File: src/hw/rtl/assert_macros.svh
// Assertion macros for the top-level RTL file, which checks its own logic
`ifndef ASSERT_MACROS_SVH
`define ASSERT_MACROS_SVH

// Same-cycle implication under an active-low reset
`define ASSERT_IMPL(label, clk, rst_n, ante, cons) \
    label: assert property (@(posedge clk) disable iff (!(rst_n)) (ante) |-> (cons)) \
        else $error("assertion failed: same-cycle implication");

// Next-cycle implication under an active-low reset
`define ASSERT_NEXT(label, clk, rst_n, ante, cons) \
    label: assert property (@(posedge clk) disable iff (!(rst_n)) (ante) |=> (cons)) \
        else $error("assertion failed: next-cycle implication");

`endif

File: src/hw/rtl/spsw_pkg.sv
// Shared types and constants of the servo pulse sequencer
`default_nettype none
package spsw_pkg;

    typedef enum logic [1:0] {
        REQ_TICK    = 2'd0,
        REQ_COMPARE = 2'd1,
        REQ_COMMAND = 2'd2
    } t_req_type;

    localparam int PIN_COUNT = 4;
    localparam logic [7:0] EVEN_COMPARE_RESET = 8'(6 + 125 + 125 / 2);
    localparam logic [7:0] LED_OFF_COUNT = 8'd128;
    localparam logic [7:0] DIGITAL_HIGH = 8'd255;
    localparam logic [2:0] INPUT_MASK = 3'h7;

    typedef struct packed {
        logic       tick;
        logic       match;
        logic [3:0] slot;
    } t_seq_ctl;

endpackage
`default_nettype wire

File: src/hw/rtl/spsw_seq.sv
// Slot sequencer: servo pin levels and compare value for one slot event
`default_nettype none
module spsw_seq #(
    parameter int SERVO_COUNT = 4
) (
    input  spsw_pkg::t_seq_ctl i_ctl,
    input  logic [7:0]         i_servo [SERVO_COUNT],
    input  logic [3:0]         i_pins,
    input  logic [7:0]         i_compare,
    input  logic [7:0]         i_even_cmp,
    output logic [3:0]         o_pins,
    output logic [7:0]         o_compare
);

    logic       w_live;
    logic [7:0] w_val;
    logic       w_level;

    always_comb begin
        w_live  = 1'b0;
        w_val   = 8'd0;
        o_pins  = i_pins;
        for (int i = 0; i < SERVO_COUNT; i++) begin
            if (i_ctl.slot[3:1] == 3'(i)) begin
                w_live = (i_servo[i] != 8'd0);
                w_val  = i_servo[i];
            end
            if (i == 3 && i_ctl.tick) begin
                if (i_servo[i] == 8'd0) begin
                    o_pins[3] = 1'b0;
                end else if (i_servo[i] == spsw_pkg::DIGITAL_HIGH) begin
                    o_pins[3] = 1'b1;
                end
            end
        end
        w_level = i_ctl.tick ? i_ctl.slot[0] : !i_ctl.slot[0];
        if (w_live && (i_ctl.tick || i_ctl.match)) begin
            for (int p = 0; p < spsw_pkg::PIN_COUNT; p++) begin
                if (i_ctl.slot[3:1] == 3'(p)) begin
                    o_pins[p] = w_level;
                end
            end
        end
        o_compare = i_compare;
        if (w_live && i_ctl.tick) begin
            o_compare = i_ctl.slot[0] ? w_val : i_even_cmp;
        end
    end

endmodule
`default_nettype wire

File: src/hw/rtl/servo_pulse_sequencer_watchdog.sv
// Top level: timed command buffer, watchdog, tick counter and servo slot sequencer
//
//   channel | direction | handshake                   | payload
//   input   | in        | i_in_valid / o_in_ready     | i_req_type .. i_new_outputs
//   result  | out       | o_out_valid / i_out_ready   | o_led_level .. o_snapshot_inputs
//   config  | in        | i_cfg_we                    | i_cfg_data
//
// One item per cycle while results are taken; its result is registered and shows in the cycle after the transfer.
// All state but the even compare updates in the cycle of the input transfer; the even compare updates on i_cfg_we.
// A stalled result holds; a new item is taken in the cycle the old result leaves.
// Synchronous active-low reset clears all control state; even compare resets to 193.
`default_nettype none
`include "assert_macros.svh"
module servo_pulse_sequencer_watchdog #(
    parameter int SERVO_COUNT = 4,
    parameter int SLOT_COUNT  = 10
) (
    input  logic       i_clk,
    input  logic       i_rst_n,
    input  logic       i_cfg_we,
    input  logic [7:0] i_cfg_data,
    input  logic       i_in_valid,
    output logic       o_in_ready,
    input  logic [1:0] i_req_type,
    input  logic [2:0] i_raw_pins,
    input  logic [7:0] i_new_servo_0,
    input  logic [7:0] i_new_servo_1,
    input  logic [7:0] i_new_servo_2,
    input  logic [7:0] i_new_servo_3,
    input  logic [7:0] i_new_watchdog,
    input  logic [7:0] i_new_execute_at,
    input  logic [2:0] i_new_outputs,
    output logic       o_out_valid,
    input  logic       i_out_ready,
    output logic       o_led_level,
    output logic [3:0] o_servo_pins,
    output logic [2:0] o_output_pins,
    output logic [7:0] o_compare_value,
    output logic [7:0] o_tick_value,
    output logic [2:0] o_input_state,
    output logic       o_command_pending,
    output logic       o_applied,
    output logic [2:0] o_snapshot_inputs
);

    logic [7:0] r_even_cmp;
    logic [7:0] r_tick,    n_tick;
    logic [3:0] r_slot,    n_slot;
    logic [7:0] r_servo    [SERVO_COUNT];
    logic [7:0] n_servo    [SERVO_COUNT];
    logic [7:0] r_wd,      n_wd;
    logic [2:0] r_outs,    n_outs;
    logic [7:0] r_pend_servo [SERVO_COUNT];
    logic [7:0] r_pend_wd;
    logic [7:0] r_pend_time;
    logic [2:0] r_pend_outs;
    logic       r_pend_flag, n_pend_flag;
    logic       r_led,     n_led;
    logic [3:0] r_pins;
    logic [7:0] r_compare;
    logic [2:0] r_inputs,  n_inputs;
    logic       n_applied;
    logic [2:0] n_snap;
    logic       r_out_valid;

    logic       w_accept;
    logic       w_load_cmd;
    logic [7:0] w_cmd_servo [SERVO_COUNT];
    logic [7:0] w_diff;
    logic       w_apply;
    logic [7:0] w_wd_a;
    logic [3:0] w_slot_inc;
    logic [7:0] w_seq_servo [SERVO_COUNT];
    spsw_pkg::t_seq_ctl w_ctl;
    logic [3:0] w_pins_n;
    logic [7:0] w_compare_n;

    assign o_in_ready = !r_out_valid || i_out_ready;
    assign w_accept   = i_in_valid && o_in_ready;
    assign o_out_valid = r_out_valid;

    always_comb begin
        for (int i = 0; i < SERVO_COUNT; i++) begin
            case (i)
                0:       w_cmd_servo[i] = i_new_servo_0;
                1:       w_cmd_servo[i] = i_new_servo_1;
                2:       w_cmd_servo[i] = i_new_servo_2;
                3:       w_cmd_servo[i] = i_new_servo_3;
                default: w_cmd_servo[i] = 8'd0;
            endcase
        end
    end

    always_comb begin
        n_tick      = r_tick;
        n_slot      = r_slot;
        n_servo     = r_servo;
        n_wd        = r_wd;
        n_outs      = r_outs;
        n_pend_flag = r_pend_flag;
        n_led       = r_led;
        n_inputs    = r_inputs;
        n_applied   = 1'b0;
        n_snap      = 3'd0;
        w_load_cmd  = 1'b0;
        w_ctl       = '0;
        w_diff      = 8'd0;
        w_apply     = 1'b0;
        w_wd_a      = r_wd;
        w_slot_inc  = r_slot + 4'd1;
        w_seq_servo = r_servo;
        case (spsw_pkg::t_req_type'(i_req_type))
            spsw_pkg::REQ_TICK: begin
                n_tick = r_tick + 8'd1;
                if (n_tick == 8'd0) begin
                    n_led = 1'b1;
                end else if (n_tick == spsw_pkg::LED_OFF_COUNT) begin
                    n_led = 1'b0;
                end
                w_diff  = r_pend_time - n_tick;
                w_apply = r_pend_flag && (w_diff == 8'd0 || w_diff[7]);
                if (w_apply) begin
                    n_servo     = r_pend_servo;
                    w_wd_a      = r_pend_wd;
                    n_outs      = r_pend_outs;
                    n_pend_flag = 1'b0;
                    n_applied   = 1'b1;
                    n_snap      = r_inputs;
                end
                if (w_wd_a == 8'd0) begin
                    for (int i = 0; i < SERVO_COUNT; i++) begin
                        n_servo[i] = 8'd0;
                    end
                    n_wd = 8'd0;
                end else begin
                    n_wd = w_wd_a - 8'd1;
                end
                n_slot = (w_slot_inc >= 4'(SLOT_COUNT)) ? 4'd0 : w_slot_inc;
                w_ctl.tick  = 1'b1;
                w_ctl.slot  = n_slot;
                w_seq_servo = n_servo;
                n_inputs    = ~i_raw_pins & spsw_pkg::INPUT_MASK;
            end
            spsw_pkg::REQ_COMPARE: begin
                w_ctl.match = 1'b1;
                w_ctl.slot  = r_slot;
            end
            spsw_pkg::REQ_COMMAND: begin
                w_load_cmd  = 1'b1;
                n_pend_flag = 1'b1;
            end
            default: begin
            end
        endcase
    end

    spsw_seq #(
        .SERVO_COUNT(SERVO_COUNT)
    ) u_seq (
        .i_ctl      (w_ctl),
        .i_servo    (w_seq_servo),
        .i_pins     (r_pins),
        .i_compare  (r_compare),
        .i_even_cmp (r_even_cmp),
        .o_pins     (w_pins_n),
        .o_compare  (w_compare_n)
    );

    always_ff @(posedge i_clk) begin
        if (!i_rst_n) begin
            r_even_cmp <= spsw_pkg::EVEN_COMPARE_RESET;
        end else if (i_cfg_we) begin
            r_even_cmp <= i_cfg_data;
        end
    end

    always_ff @(posedge i_clk) begin
        if (!i_rst_n) begin
            r_tick      <= 8'd0;
            r_slot      <= 4'd0;
            r_wd        <= 8'd0;
            r_outs      <= 3'd0;
            r_pend_flag <= 1'b0;
            r_led       <= 1'b0;
            r_pins      <= 4'd0;
            r_compare   <= 8'd0;
            r_inputs    <= 3'd0;
            for (int i = 0; i < SERVO_COUNT; i++) begin
                r_servo[i] <= 8'd0;
            end
        end else if (w_accept) begin
            r_tick      <= n_tick;
            r_slot      <= n_slot;
            r_wd        <= n_wd;
            r_outs      <= n_outs;
            r_pend_flag <= n_pend_flag;
            r_led       <= n_led;
            r_pins      <= w_pins_n;
            r_compare   <= w_compare_n;
            r_inputs    <= n_inputs;
            r_servo     <= n_servo;
        end
    end

    always_ff @(posedge i_clk) begin
        if (w_accept && w_load_cmd) begin
            r_pend_servo <= w_cmd_servo;
            r_pend_wd    <= i_new_watchdog;
            r_pend_time  <= i_new_execute_at;
            r_pend_outs  <= i_new_outputs;
        end
    end

    always_ff @(posedge i_clk) begin
        if (!i_rst_n) begin
            r_out_valid <= 1'b0;
        end else if (w_accept) begin
            r_out_valid <= 1'b1;
        end else if (i_out_ready) begin
            r_out_valid <= 1'b0;
        end
    end

    always_ff @(posedge i_clk) begin
        if (w_accept) begin
            o_led_level       <= n_led;
            o_servo_pins      <= w_pins_n;
            o_output_pins     <= n_outs;
            o_compare_value   <= w_compare_n;
            o_tick_value      <= n_tick;
            o_input_state     <= n_inputs;
            o_command_pending <= n_pend_flag;
            o_applied         <= n_applied;
            o_snapshot_inputs <= n_snap;
        end
    end

    `ASSERT_IMPL(a_applied_clears_pending, i_clk, i_rst_n, o_out_valid && o_applied, !o_command_pending)
    `ASSERT_IMPL(a_snap_zero_unless_applied, i_clk, i_rst_n, o_out_valid && !o_applied, o_snapshot_inputs == 3'd0)
    `ASSERT_NEXT(a_command_sets_pending, i_clk, i_rst_n, w_accept && w_load_cmd, r_pend_flag && o_command_pending)
    `ASSERT_NEXT(a_transfer_gives_result, i_clk, i_rst_n, w_accept, o_out_valid && o_tick_value == r_tick)

endmodule
`default_nettype wire
File: config.mk
export PLATFORM = sky130hd
export DESIGN_NAME = servo_pulse_sequencer_watchdog
export DESIGN_NICKNAME = d
export VERILOG_FILES = /design/src/hw/rtl/spsw_pkg.sv /design/src/hw/rtl/spsw_seq.sv /design/src/hw/rtl/servo_pulse_sequencer_watchdog.sv
export VERILOG_INCLUDE_DIRS = /design/src /design/src/hw/rtl
export SDC_FILE = /design/constraint.sdc
export NUM_CORES = 1
export LEC_CHECK = 0
export BUFFER_PORTS_ARGS = -buffer_cell sky130_fd_sc_hd__buf_2
export CAP_MARGIN = 20
export CORE_MARGIN = 4
export CORE_UTILIZATION = 25
export CTS_CLUSTER_SIZE = 14
export DETAILED_ROUTE_END_ITERATION = 8
export GPL_ROUTABILITY_DRIVEN = 0
export PLACE_DENSITY = 0.44
export SETUP_SLACK_MARGIN = 0.15
export SLEW_MARGIN = 20
export SYNTH_ARGS = -nofsm -noshare
export SYNTH_HDL_FRONTEND = slang
export SYNTH_SLANG_ARGS = --single-unit
File: constraint.sdc
create_clock -name i_clk -period 6.6 [get_ports i_clk]
set_clock_uncertainty 0.05 [all_clocks]
set_input_delay 0.99 -clock i_clk [delete_from_list [all_inputs] [get_ports i_clk]]
set_output_delay 0.99 -clock i_clk [all_outputs]
set_load 0.005 [all_outputs]
---- Word-level counts from Yosys, hierarchy flattened ----
Index checks and enable logic that the tools add are counted.
storage, ports and cells
  register bits after elaboration ......... 164
  bits of input ports ..................... 69
  output and inout port bits .............. 34
  word-level logic and storage cells ...... 109
operators by class
  $add $sub $neg .......................... 4
  magnitude comparators ................... 1
  eq/ne operators ......................... 7
  mux-type cells .......................... 42
  bitwise logic cells ..................... 1
  reduce and logical (&&, ||, !) cells .... 23
operator list
  cell                 number
  $mux 32              3
  $mux 8               10
  $logic_not 8->1      4
  $reduce_bool 8->1    4
  $mux 1               22
  $eq 8x8->1 const B   2
  $mux 3               3
  $add 8x1->8 const B  1
  $mux 4               2
  $pmux 4 s2           1
  $sub 8x1->8 const B  1
  $sub 8x8->8          1
  $eq 3x2->1 const B   2
  $logic_and 1x1->1    5
  $add 4x1->4 const B  1
  $ge 4x4->1 const B   1
  $reduce_and 2->1     2
  $eq 3x1->1 const B   1
  $logic_not 3->1      1
  $logic_or 1x1->1     3
  $not 3->3            1
  $eq 2x1->1 const B   1
  $eq 2x2->1 const B   1
  $logic_not 1->1      2
  3 further kinds      3

---- Logic depth before layout (Yosys ltp) ----
Gate-level depths: netlist (run 1).
  depth in word-level cells ............... 17
  gate-level depth with buffers ........... 25
  depth with buffers taken out ............ 21

---- Modules after synthesis ----
From an unflattened synthesis (run 1), not the netlist that was laid out.
second synthesis, totals
  cell total of the unflattened synthesis .. 678
  area total of the unflattened synthesis .. 7836.3 µm²
modules (own cells, without submodules)
  module                          instances  cells an instance  area an instance (µm²)  seq. area each (µm²)
  servo_pulse_sequencer_watchdog  1          589                7055.5                  4113.9
  spsw_seq                        1          89                 780.7                   0.0

---- Worst setup path before layout (run 1) ----
Ideal clock, no wire load.
  path kind ............................... register to register
  start point ............................. register r_tick[2]
  end point ............................... register o_compare_value[1], data pin
  library setup time ...................... 262 ps
  arrival ................................. 5143 ps
  required time ........................... 6288 ps
  setup slack ............................. 1145 ps
  stages on the path, launching flop included .. 26
  path buffers ............................ 4
  period minus slack after synthesis ...... 5455 ps
  path through ............................ dfxtp_1 > buf_2 > nand4_1 > or2_2 > xor2_1 > ha_1 > nand2b_1 > nor2_1 > mux2_2 > nor4_4 > nand2_2 > a21oi_1 > buf_2 > buf_1 > mux2i_1 > ha_1 > nand4_1 > nor2_1 > a31o_1 > a21oi_1 > a22o_1 > and2_1 > buf_2 > a31oi_1 > nor2_4 > mux2_1
between the ends
  cells in the longest elaborated chain, start to end .. 17
  elaborated cells between the ends (all ways) .. 26
  classes of those cells .................. add/sub: 2; mux: 15; reduce/logical: 9
ends and longest elaborated chain
  element                 RTL line                               RTL
  start, declared         servo_pulse_sequencer_watchdog.sv:47   logic [7:0] r_tick, n_tick;
  start signal, assigned  servo_pulse_sequencer_watchdog.sv:192  r_tick <= n_tick;
  $add 8x1->8 (*)         servo_pulse_sequencer_watchdog.sv:114  n_tick = r_tick + 8'd1;
  $sub 8x8->8 (*)         servo_pulse_sequencer_watchdog.sv:120  w_diff = r_pend_time - n_tick;
  $logic_not 8->1         servo_pulse_sequencer_watchdog.sv:121  w_apply = r_pend_flag && (w_diff == 8'd0 || w_diff[7]);
  $logic_or 1x1->1 (*)    servo_pulse_sequencer_watchdog.sv:121
  $logic_and 1x1->1 (*)   servo_pulse_sequencer_watchdog.sv:121
  $mux 8                  servo_pulse_sequencer_watchdog.sv:122  if (w_apply) begin
  $mux 8                  servo_pulse_sequencer_watchdog.sv:112  case (spsw_pkg::t_req_type'(i_req_type))
  $logic_not 8->1         servo_pulse_sequencer_watchdog.sv:130  if (w_wd_a == 8'd0) begin
  $mux 32 (*)             servo_pulse_sequencer_watchdog.sv:130
  $mux 32 (*)             servo_pulse_sequencer_watchdog.sv:112
  $reduce_bool 8->1       spsw_seq.sv:25                         w_live = (i_servo[i] != 8'd0);
  $mux 1 (4 in series)    spsw_seq.sv:24                         if (i_ctl.slot[3:1] == 3'(i)) begin
  $logic_and 1x1->1       spsw_seq.sv:45                         if (w_live && i_ctl.tick) begin
  $mux 8 (*)              spsw_seq.sv:45
  net u_seq.o_compare[1]  spsw_seq.sv:12                         output logic [7:0] o_compare
  end signal, assigned    servo_pulse_sequencer_watchdog.sv:229  o_compare_value <= w_compare_n;
  end, declared           servo_pulse_sequencer_watchdog.sv:38   output logic [7:0] o_compare_value,
The timed path passes the listed nets; every way through them passes the cells marked *. The select of a mux whose other input is x is not followed.
A chain may end at the register's enable or synchronous reset.

---- Worst setup path in the final report (run 1) ----
  start point ............................. register r_tick[2]
  end point ............................... register o_servo_pins[1], data pin
between the ends
  cells in the longest elaborated chain, start to end .. 17
  elaborated cells between the ends (all ways) .. 21
  classes of those cells .................. add/sub: 2; mux: 10; reduce/logical: 9
ends and longest elaborated chain
  element                RTL line                               RTL
  $add 8x1->8 (*)        servo_pulse_sequencer_watchdog.sv:114
  $sub 8x8->8 (*)        servo_pulse_sequencer_watchdog.sv:120
  $logic_not 8->1        servo_pulse_sequencer_watchdog.sv:121
  $logic_or 1x1->1 (*)   servo_pulse_sequencer_watchdog.sv:121
  $logic_and 1x1->1 (*)  servo_pulse_sequencer_watchdog.sv:121
  $mux 8                 servo_pulse_sequencer_watchdog.sv:122
  $mux 8                 servo_pulse_sequencer_watchdog.sv:112
  $logic_not 8->1        servo_pulse_sequencer_watchdog.sv:130
  $mux 32 (*)            servo_pulse_sequencer_watchdog.sv:130
  $mux 32 (*)            servo_pulse_sequencer_watchdog.sv:112
  $reduce_bool 8->1      spsw_seq.sv:25
  $mux 1 (3 in series)   spsw_seq.sv:24
  $mux 1 (*)             spsw_seq.sv:24
  $logic_and 1x1->1 (*)  spsw_seq.sv:37                         if (w_live && (i_ctl.tick || i_ctl.match)) begin
  $mux 4 (*)             spsw_seq.sv:37
  net u_seq.o_pins[1]    spsw_seq.sv:11                         output logic [3:0] o_pins,
  end signal, assigned   servo_pulse_sequencer_watchdog.sv:227  o_servo_pins <= w_pins_n;
  end, declared          servo_pulse_sequencer_watchdog.sv:36   output logic [3:0] o_servo_pins,
Marks and branches as above.

==> impl_metrics.ini, run 1 <==
[global_route]
grt_max_degree = 40
overflow = 0
grt_pass1_wl_um = 37290
antenna_found_initial = 0
grt_pass1_vias = 6260
grtUsageTotal_pct = 13.45

[clocking]
cts_tree = built
clock_sinks = 164
cts_resized = 0
clock-root-buffer = clkbuf_16
clk_latency_ns = 0.44
htreeDepth = 4
hold_buffers = 0
numCtsBuffers = 17
clk_path_buf_depth = 2
postCtsSetupBuffers = 0
path_clk_slew_ns = 0.07

[cells_and_area]
fin_area_um2 = 9726
antenna-diode-count = 0
areaGrowthSynthToFinish_pct = 18.87
fillCellCount = 3362
nNetsFinal = 965
drive_gt1_share_pct = 20.96

[placed_design]
placed_cell_area_um2 = 9131
dp_hpwl_um = 17070
portBuffers = 102

[synthesis]
synth_area_um2 = 8182
yosys_warnings = 0
synth-edff-count = 83
synth_ff_type = edfxtp_1
synth.most_common_cell = nor2_1
async_flop_share_pct = 0
syn_nets = 883
postSynthAreaPerCell_um2 = 10.20
yosys-top-cells-count = nor2_1, edfxtp_1, dfxtp_1, nand2_1, a21oi_1
yosysSeqAreaShare_pct = 50.28
synth_top_area_share_pct = 30.46
synth_area_leader_cell = edfxtp_1
synth_seq_cells = 164
synthTopCellsByArea = edfxtp_1, dfxtp_1, nor2_1, a22oi_1, mux2i_1
netlist_instances = 802
synth_cell_type_count = 76

[routing]
wire_per_inst_um = 17.95
antenna_left = 0
drtPass1Iterations = 5
drt-vias-per-instance = 4.782
drt-initial-drc-count = 442
drc = 0
dr_total_vias = 6370
wl_um = 23910

[die]
die_h_um = 188.9
die_area_um2 = 35690
core_um2 = 31880
die_x_um = 188.9
start_util_pct = 25.66
io_pins = 103
std_cell_rows = 65

[setup_path]
crit_required_ns = 6.73
reg2reg_from = r_tick[2]$_SDFFE_PN0P_
reg2reg_depth = 21
startpoint = r_tick[2]$_SDFFE_PN0P_
worstSetupPathType = register to register
path_max_fanout = 11
cp-end-kind = register
critPathLaunchType = register
arrival_ns = 5.92

[pwr]
total_leakage_power_nw = 3.634
power.total_w = 0.002330
p_per_area_nw_per_um2 = 239.6
ir_worst_vdd_uv = 171.9

[job]
maxCapViolations = 0

[timing]
tightest_slew_ns = 0.8486
tns_ns = 0
setup_viol = 0
drv_slew = 0
rsz0062_at_grt = no
hold_viol_final = 0
period_needed_ns = 5.789
fmax_ghz = 0.1728
slew_headroom_pct = 43.22
fin_crit_sh_pct = 87.70

[min_path]
min_path_cells = 2
min_path_type = register to register
min-delay-start = r_compare[7]$_SDFFE_PN0P_

[outcome]
status = finished clean
## where the power goes
part	total (W)	leakage, nW	internal, W	switching [W]
Clock	0.00100	0.292	0.000555	0.000445
Combinational	0.000207	1.90	0.0000795	0.000128
Sequential	0.00112	1.45	0.00110	0.0000202
Total	0.00233	3.63	0.00174	0.000594
## registers in the layout, summed over array words and instances, names as in the netlist, 3 cells and up
name               flops
r_pend_servo          32
r_servo               32
o_compare_value        8
o_tick_value           8
r_compare              8
r_even_cmp             8
r_pend_time            8
r_pend_wd              8
r_tick                 8
r_wd                   8
o_servo_pins           4
r_pins                 4
r_slot                 4
o_input_state          3
o_output_pins          3
o_snapshot_inputs      3
r_inputs               3
r_outs                 3
r_pend_outs            3
## final timing paths
path / to / slack (ns)
max: o_servo_pins[1]$_DFFE_PP_ / 0.81
min: r_compare[7]$_SDFFE_PN0P_ / 0.44
max reg2reg: o_servo_pins[1]$_DFFE_PP_ / 0.81
min reg2reg: r_compare[7]$_SDFFE_PN0P_ / 0.44
## layout make-up
class	count	area [um^2]	share of cell area, %
timing repair buffer	113	593.1	6.098
clock inverter	13	136.4	1.402
sequential	164	4114	42.30
multi-input combinational	573	3827	39.35
inverter	15	56.30	0.5789
clock buffer	19	454.2	4.670
tap	435	544.3	5.596
## routing by layer
metal | share of wire (%) | track usage, % | vias to the layer above
li1 | - | - | 3147
met1 | 50 | 19.03 | 3086
met2 | 45 | 20.80 | 125
met3 | 3.9 | 3.060 | 12
met4 | 1.1 | 3.531 | 0
met5 | 0 | 0 | -
## kinds of logic (layout without fill, tap and decap cells)
logic type	count (synthesis)	count (layout)	share of synthesized area, %
muxes	58	58	7.539
and+or+nand+nor	268	268	15.72
AOI/OAI and AO/OA	212	212	18.52
adders and majority gates	12	12	1.927
xor gates and xnor gates	23	23	2.814
DFF	164	164	50.28
buffers and inverters	65	160	3.196
## worst max-delay path, cell delays in order, from the launching register on
cell	delay (ns)
dfxtp_1	0.49
nand4_1	0.18
or2_2	0.34
xor2_1	0.15
ha_1	0.36
nand2b_1	0.12
nor2_1	0.04
mux2_2	0.29
nor4_4	0.38
nand2_2	0.20
a21oi_2	0.37
mux2i_1	0.18
ha_1	0.25
nand4_1	0.18
nor2_1	0.06
a31o_1	0.19
a21oi_1	0.39
nand2_1	0.13
a211oi_1	0.27
and4b_1	0.46
o21ai_1	0.11
mux2_1	0.32
## stage by stage
| step | instances | setup WS (ns) | hold slack [ns] | util (%) |
|---|---|---|---|---|
| finish | 1332 | 0.8115 | 0.4414 | 30.51 |
| floorplan | 802 | 1.145 | 0.3914 | - |
| detailed placement | 1300 | 0.6274 | 0.4302 | 28.64 |
| CTS | 1332 | 0.5838 | 0.4465 | 30.49 |
| global placement | 1300 | 0.7578 | 0.4229 | 28.63 |
| global route | 1332 | 0.3068 | 0.4627 | 30.51 |
## cells in the final DEF (no fill, tap or decap), types with 13 or more instances in the layout
cell type  synthesis  layout
a21oi_1           46      45
a22oi_1           41      41
buf_2              8     102
clkbuf_16          0      18
dfxtp_1           81      81
edfxtp_1          83      83
inv_1             14      14
mux2_2            19      19
mux2i_1           29      29
nand2_1           60      59
nand2b_1          13      13
nor2_1           103     101
nor4_1            13      13
o21ai_0           25      25
Note: power is estimated with default switching activity, not from simulation.
==> run 2, diff against run 1 <==
Settings changed: CELL_PAD_IN_SITES_DETAIL_PLACEMENT set to 1, CELL_PAD_IN_SITES_GLOBAL_PLACEMENT set to 1, CORE_MARGIN 4 to 1.5, CTS_CLUSTER_DIAMETER set to 50, PLACE_DENSITY 0.44 to 0.52.
==> run 2 against run 1 <==
Net effect: register-to-register slack worse by 0.10 ns; clock power is 6% lower; first-iteration DRC count is 7.5% higher; utilization is 0.56 points lower; non-clock buffer count is 1 higher; design area is 0.32% lower; combinational power hardly changed; clock-buffer cell count is 2 higher; die area is 5.2% lower; via count is 2.0% higher; worst setup slack worse by 0.10 ns; critical endpoint unchanged; largest cell class unchanged.
==> impl_metrics.ini, run 2 (synthesized netlist as in run 1, its figures left out) <==
[outcome]
status = finished clean

[cells_and_area]
layout_common_cells = buf_2, nor2_1, edfxtp_1, dfxtp_1, nand2_1
fin_area_um2 = 9694
fillCellCount = 3713
layout_commonest_cell = buf_2
drive_gt1_share_pct = 20.60
areaGrowthSynthToFinish_pct = 18.49
nNetsFinal = 966
antenna-diode-count = 0
final_core_util_pct = 29.95
reg_top3 = r_pend_servo (32), r_servo (32)

[clocking]
clk_path_buf_depth = 2
postCtsSetupBuffers = 0
htreeDepth = 4
path_clk_slew_ns = 0.07
clk_latency_ns = 0.44
clock_sinks = 164
clock-root-buffer = clkbuf_16
numCtsBuffers = 17
hold_buffers = 0
cts_tree = built
cts_resized = 0

[die]
io_pins = 103
die_area_um2 = 33820
std_cell_rows = 66
start_util_pct = 25.27
core_um2 = 32370
die_h_um = 183.9
die_x_um = 183.9

[routing]
wire_per_inst_um = 18.56
drt-initial-drc-count = 475
drc = 0
wl_um = 24880
drtPass1Iterations = 5
drt-vias-per-instance = 4.849
dr_total_vias = 6498
antenna_left = 0

[setup_path]
slowest_delay_ns = 0.51
path_max_fanout = 11
worstSetupPathType = register to register
critical_path_buf_inv_count = 0
arrival_ns = 6.03
cp_cell_sequence = nand4_1 -> or2_2 -> xor2_1 -> ha_1 -> nand2b_1 -> nor2_1 -> mux2_2 -> nor4_4 -> nand2_2 -> a21oi_2 -> mux2i_1 -> ha_1 -> nand4_1 -> nor2_1 -> a31o_1 -> a21oi_1 -> nand2_1 -> a211oi_1 -> and4b_1 -> o21ai_1 -> mux2_1
cp-end-kind = register
critPathLaunchType = register
cpMaxStageDelayCell = dfxtp_1
crit_family = simple AND/OR/NAND/NOR gates
crit_required_ns = 6.74

[pwr]
total_leakage_power_nw = 3.606
p_per_area_nw_per_um2 = 234.4
ir_worst_vdd_uv = 168.4

[placed_design]
portBuffers = 102
dp_hpwl_um = 17810
place_ws_ns = 0.5596
placed_cell_area_um2 = 9145

[timing]
period_needed_ns = 5.892
tightest_slew_ns = 0.9078
rsz0062_at_grt = no
fin_crit_sh_pct = 89.27
drv_slew = 0
setup_viol = 0
slew_headroom_pct = 39.26
hold_viol_final = 0
fmax_ghz = 0.1697
layout_setup_ws_ns = 0.7080
fin_hold_ws_ns = 0.4429
tns_ns = 0

[global_route]
grtUsageTotal_pct = 15.21
grt_pass1_vias = 6507
grt_max_degree = 42
overflow = 0
antenna_found_initial = 0
grt_pass1_wl_um = 38500

[min_path]
min_path_type = register to register

[job]
maxCapViolations = 0
run 2: metrics by stage:
step / cells / total power [W]
after floorplan: 802 / 0.001270
after global placement: 1308 / 0.001357
after detailed placement: 1308 / 0.001358
after CTS: 1340 / 0.002317
after global routing: 1340 / 0.002381
final: 1340 / 0.002272
run 2: final cells by class:
class,instances,area [um^2],share of cell area (%)
Clock inverter,11,73.82,0.7615
Multi-Input combinational cell,573,3825,39.46
Tap cell,442,553.0,5.705
Sequential cell,164,4114,42.44
Timing Repair Buffer,114,600.6,6.195
Clock buffer,21,471.7,4.866
Inverter,15,56.30,0.5808
run 2: worst paths after layout:
path / startpoint / end / slack [ns] / cells past startpoint
min reg2reg: r_compare[7]$_SDFFE_PN0P_ / r_compare[7]$_SDFFE_PN0P_ / 0.44 / 2
max: r_tick[2]$_SDFFE_PN0P_ / o_servo_pins[1]$_DFFE_PP_ / 0.71 / 21
min: r_compare[7]$_SDFFE_PN0P_ / r_compare[7]$_SDFFE_PN0P_ / 0.44 / 2
max reg2reg: r_tick[2]$_SDFFE_PN0P_ / o_servo_pins[1]$_DFFE_PP_ / 0.71 / 21
run 2: worst reg2reg max path, cell delays in order (launching register included):
cell and delay (ns):
dfxtp_1 0.51, nand4_1 0.18, or2_2 0.35, xor2_1 0.17, ha_1 0.37, nand2b_1 0.13
nor2_1 0.05, mux2_2 0.29, nor4_4 0.38, nand2_2 0.20, a21oi_2 0.37, mux2i_1 0.18
ha_1 0.26, nand4_1 0.19, nor2_1 0.06, a31o_1 0.20, a21oi_1 0.34, nand2_1 0.16
a211oi_1 0.30, and4b_1 0.48, o21ai_1 0.12, mux2_1 0.33
run 2: power by group:
group,leakage (nW),switching (W),internal (W)
logic,1.90,0.000129,0.0000799
clock network,0.265,0.000427,0.000514
registers,1.45,0.0000207,0.00110
run 2: per-layer routing:
| layer | routed length [um] | global-route usage, % | vias up |
|---|---|---|---|
| met1 | 12070 | 20.43 | 3188 |
| met2 | 11610 | 24.45 | 136 |
| met5 | 0 | 0 | - |
| li1 | - | - | 3155 |
| met3 | 932 | 3.308 | 19 |
| met4 | 263 | 4.393 | 0 |
==> run 3, diff against run 2 <==
Settings changed: ABC_AREA set to 1, PLACE_DENSITY 0.52 to 0.54, SETUP_SLACK_MARGIN 0.15 to 0.2.
==> run 3 against run 2 <==
Net effect: die area grew 0.68%; first-iteration DRC count shrank 32%; worst setup slack gained 0.35 ns; power grew 14%; largest power group unchanged.
==> impl_metrics.ini, run 3 <==
[placed_design]
portBuffers = 102
dpl.cell_count = 1530
place_ws_ns = 0.9716
dp_hpwl_um = 16130

[setup_path]
reg2reg_from = r_tick[0]$_SDFFE_PN0P_
slowest_delay_ns = 0.38
crit_required_ns = 6.89
cpMaxStageDelayCell = ha_1
startpoint = r_tick[0]$_SDFFE_PN0P_
cp-end-kind = register
reg2reg_depth = 37
crit_path_frequent_cell = nand2_1
arrival_ns = 5.83
rrSetupSlack_ns = 1.06
timing.rr.end = r_compare[1]$_SDFFE_PN0P_
worstSetupPathType = register to register
critPathLaunchType = register
path_max_fanout = 34

[min_path]
min-delay-start = r_servo[4]$_SDFFE_PN0P_
hold_end = r_servo[4]$_SDFFE_PN0P_
min_path_cells = 2
min_path_type = register to register

[synthesis]
synth.most_common_cell = nand2_1
postSynthAreaPerCell_um2 = 8.045
synth-edff-count = 83
syn_nets = 1105
synthTopCellsByArea = edfxtp_1, dfxtp_1, nand2_1, o21ai_0, inv_1
netlist_instances = 1024
synth_seq_cells = 164
async_flop_share_pct = 0
yosys-top-cells-count = nand2_1, inv_1, o21ai_0, edfxtp_1, dfxtp_1
synth_area_um2 = 8238
synth_ff_type = edfxtp_1
synth_cell_type_count = 39
synth_top_area_share_pct = 30.26
yosys_warnings = 0
yosysSeqAreaShare_pct = 49.94
synth_area_leader_cell = edfxtp_1

[timing]
fin_hold_ws_ns = 0.4172
setup_viol = 0
fin_crit_sh_pct = 84.01
hold_viol_final = 0
rsz0062_at_grt = no
fmax_ghz = 0.1804
drv_slew = 0
period_needed_ns = 5.544
slew_headroom_pct = 35.74
tightest_slew_ns = 0.9640
layout_setup_ws_ns = 1.056
tns_ns = 0

[global_route]
grt_max_degree = 75
grtUsageTotal_pct = 14.29
overflow = 0
grt_pass1_vias = 6818
grt_pass1_wl_um = 37060
antenna_found_initial = 0

[clocking]
postCtsSetupBuffers = 0
cts_resized = 0
htreeDepth = 4
numCtsBuffers = 17
cts_tree = built
clk_latency_ns = 0.45
path_clk_slew_ns = 0.07
clock-root-buffer = clkbuf_16
clock_sinks = 164
hold_buffers = 0
clk_path_buf_depth = 2

[routing]
drt-vias-per-instance = 4.368
drc = 0
antenna_left = 0
dr_total_vias = 6823
wire_per_inst_um = 14.94
drt-initial-drc-count = 323
wl_um = 23330
drtPass1Iterations = 4

[cells_and_area]
regArea_um2 = 4114
reg_top3 = r_pend_servo (32), r_servo (32)
fillCellCount = 3869
multi_input_area_um2 = 3432
drive_gt1_share_pct = 18.21
nNetsFinal = 1188
antenna-diode-count = 0
layout_commonest_cell = nand2_1
fin_cells = 1562
final_core_util_pct = 30.09
areaGrowthSynthToFinish_pct = 18.56
layout_common_cells = nand2_1, inv_1, buf_2, o21ai_0, edfxtp_1

[pwr]
p_per_area_nw_per_um2 = 264.2
ir_worst_vdd_uv = 165.7
total_leakage_power_nw = 4.051

[outcome]
status = finished clean

[die]
core_um2 = 32450
die_x_um = 184.5
std_cell_rows = 66
start_util_pct = 25.38
io_pins = 103
die_area_um2 = 34050
die_h_um = 184.5

[job]
maxCapViolations = 0
[run 3: routing by layer]
metal	track usage (%)	vias to the layer above	routed length [um]
met5	0	-	0
li1	-	3520	-
met1	19.34	3199	11720
met4	4.525	0	266
met3	3.003	18	743
met2	22.67	86	10600
[run 3: critical path: cells and delay by family, from the launching register on]
family / cells / cell delay [ns]
simple gates: 27 / 3.02
xor+xnor: 1 / 0.29
compound gates: 2 / 0.50
buf+inv: 4 / 0.35
flops: 1 / 0.37
fa+ha+maj: 3 / 0.83
[run 3: logic make-up after synthesis]
group | Yosys count | share of synthesized area (%)
AOI/OAI and AO/OA | 203 | 12.99
xor gates and xnor gates | 13 | 1.382
adders and majority gates | 12 | 1.914
buffers and inverters | 166 | 8.612
DFF | 164 | 49.94
and+or+nand+nor | 466 | 25.17
[run 3: how the worst max path moves through the flow]
| stage | slack, ns | endpoint | cells past startpoint |
|---|---|---|---|
| finish | 1.06 | r_compare[1]$_SDFFE_PN0P_ | 37 |
| global route | 0.35 | r_compare[1]$_SDFFE_PN0P_ | 35 |
| CTS | 0.95 | r_compare[1]$_SDFFE_PN0P_ | 35 |
| detailed placement | 0.97 | r_compare[1]$_SDFFE_PN0P_ | 35 |
| global placement | 1.09 | r_compare[0]$_SDFFE_PN0P_ | 35 |
| floorplan | 2.18 | o_servo_pins[0]$_DFFE_PP_ | 33 |
[run 3: area by class of cell]
cell class / count / area share [%]
inverter: 118 / 4.535
timing repair buffer: 112 / 5.995
multi-input combinational: 694 / 35.14
sequential: 164 / 42.12
clock buffer: 20 / 4.471
tap: 442 / 5.662
clock inverter: 12 / 2.075
[run 3: stage by stage]
step	total power (W)	area, um^2
2_1_floorplan	0.001400	8238
3_3_place_gp	0.001491	9128
3_5_place_dp	0.001498	9128
4_1_cts	0.002626	9767
5_1_grt	0.002709	9767
6_report	0.002580	9767
[run 3: power by group]
| group | leakage, nW | switching (W) | internal [W] |
|---|---|---|---|
| Combinational | 2.29 | 0.000223 | 0.000102 |
| Clock | 0.309 | 0.000437 | 0.000674 |
| Sequential | 1.45 | 0.0000208 | 0.00112 |
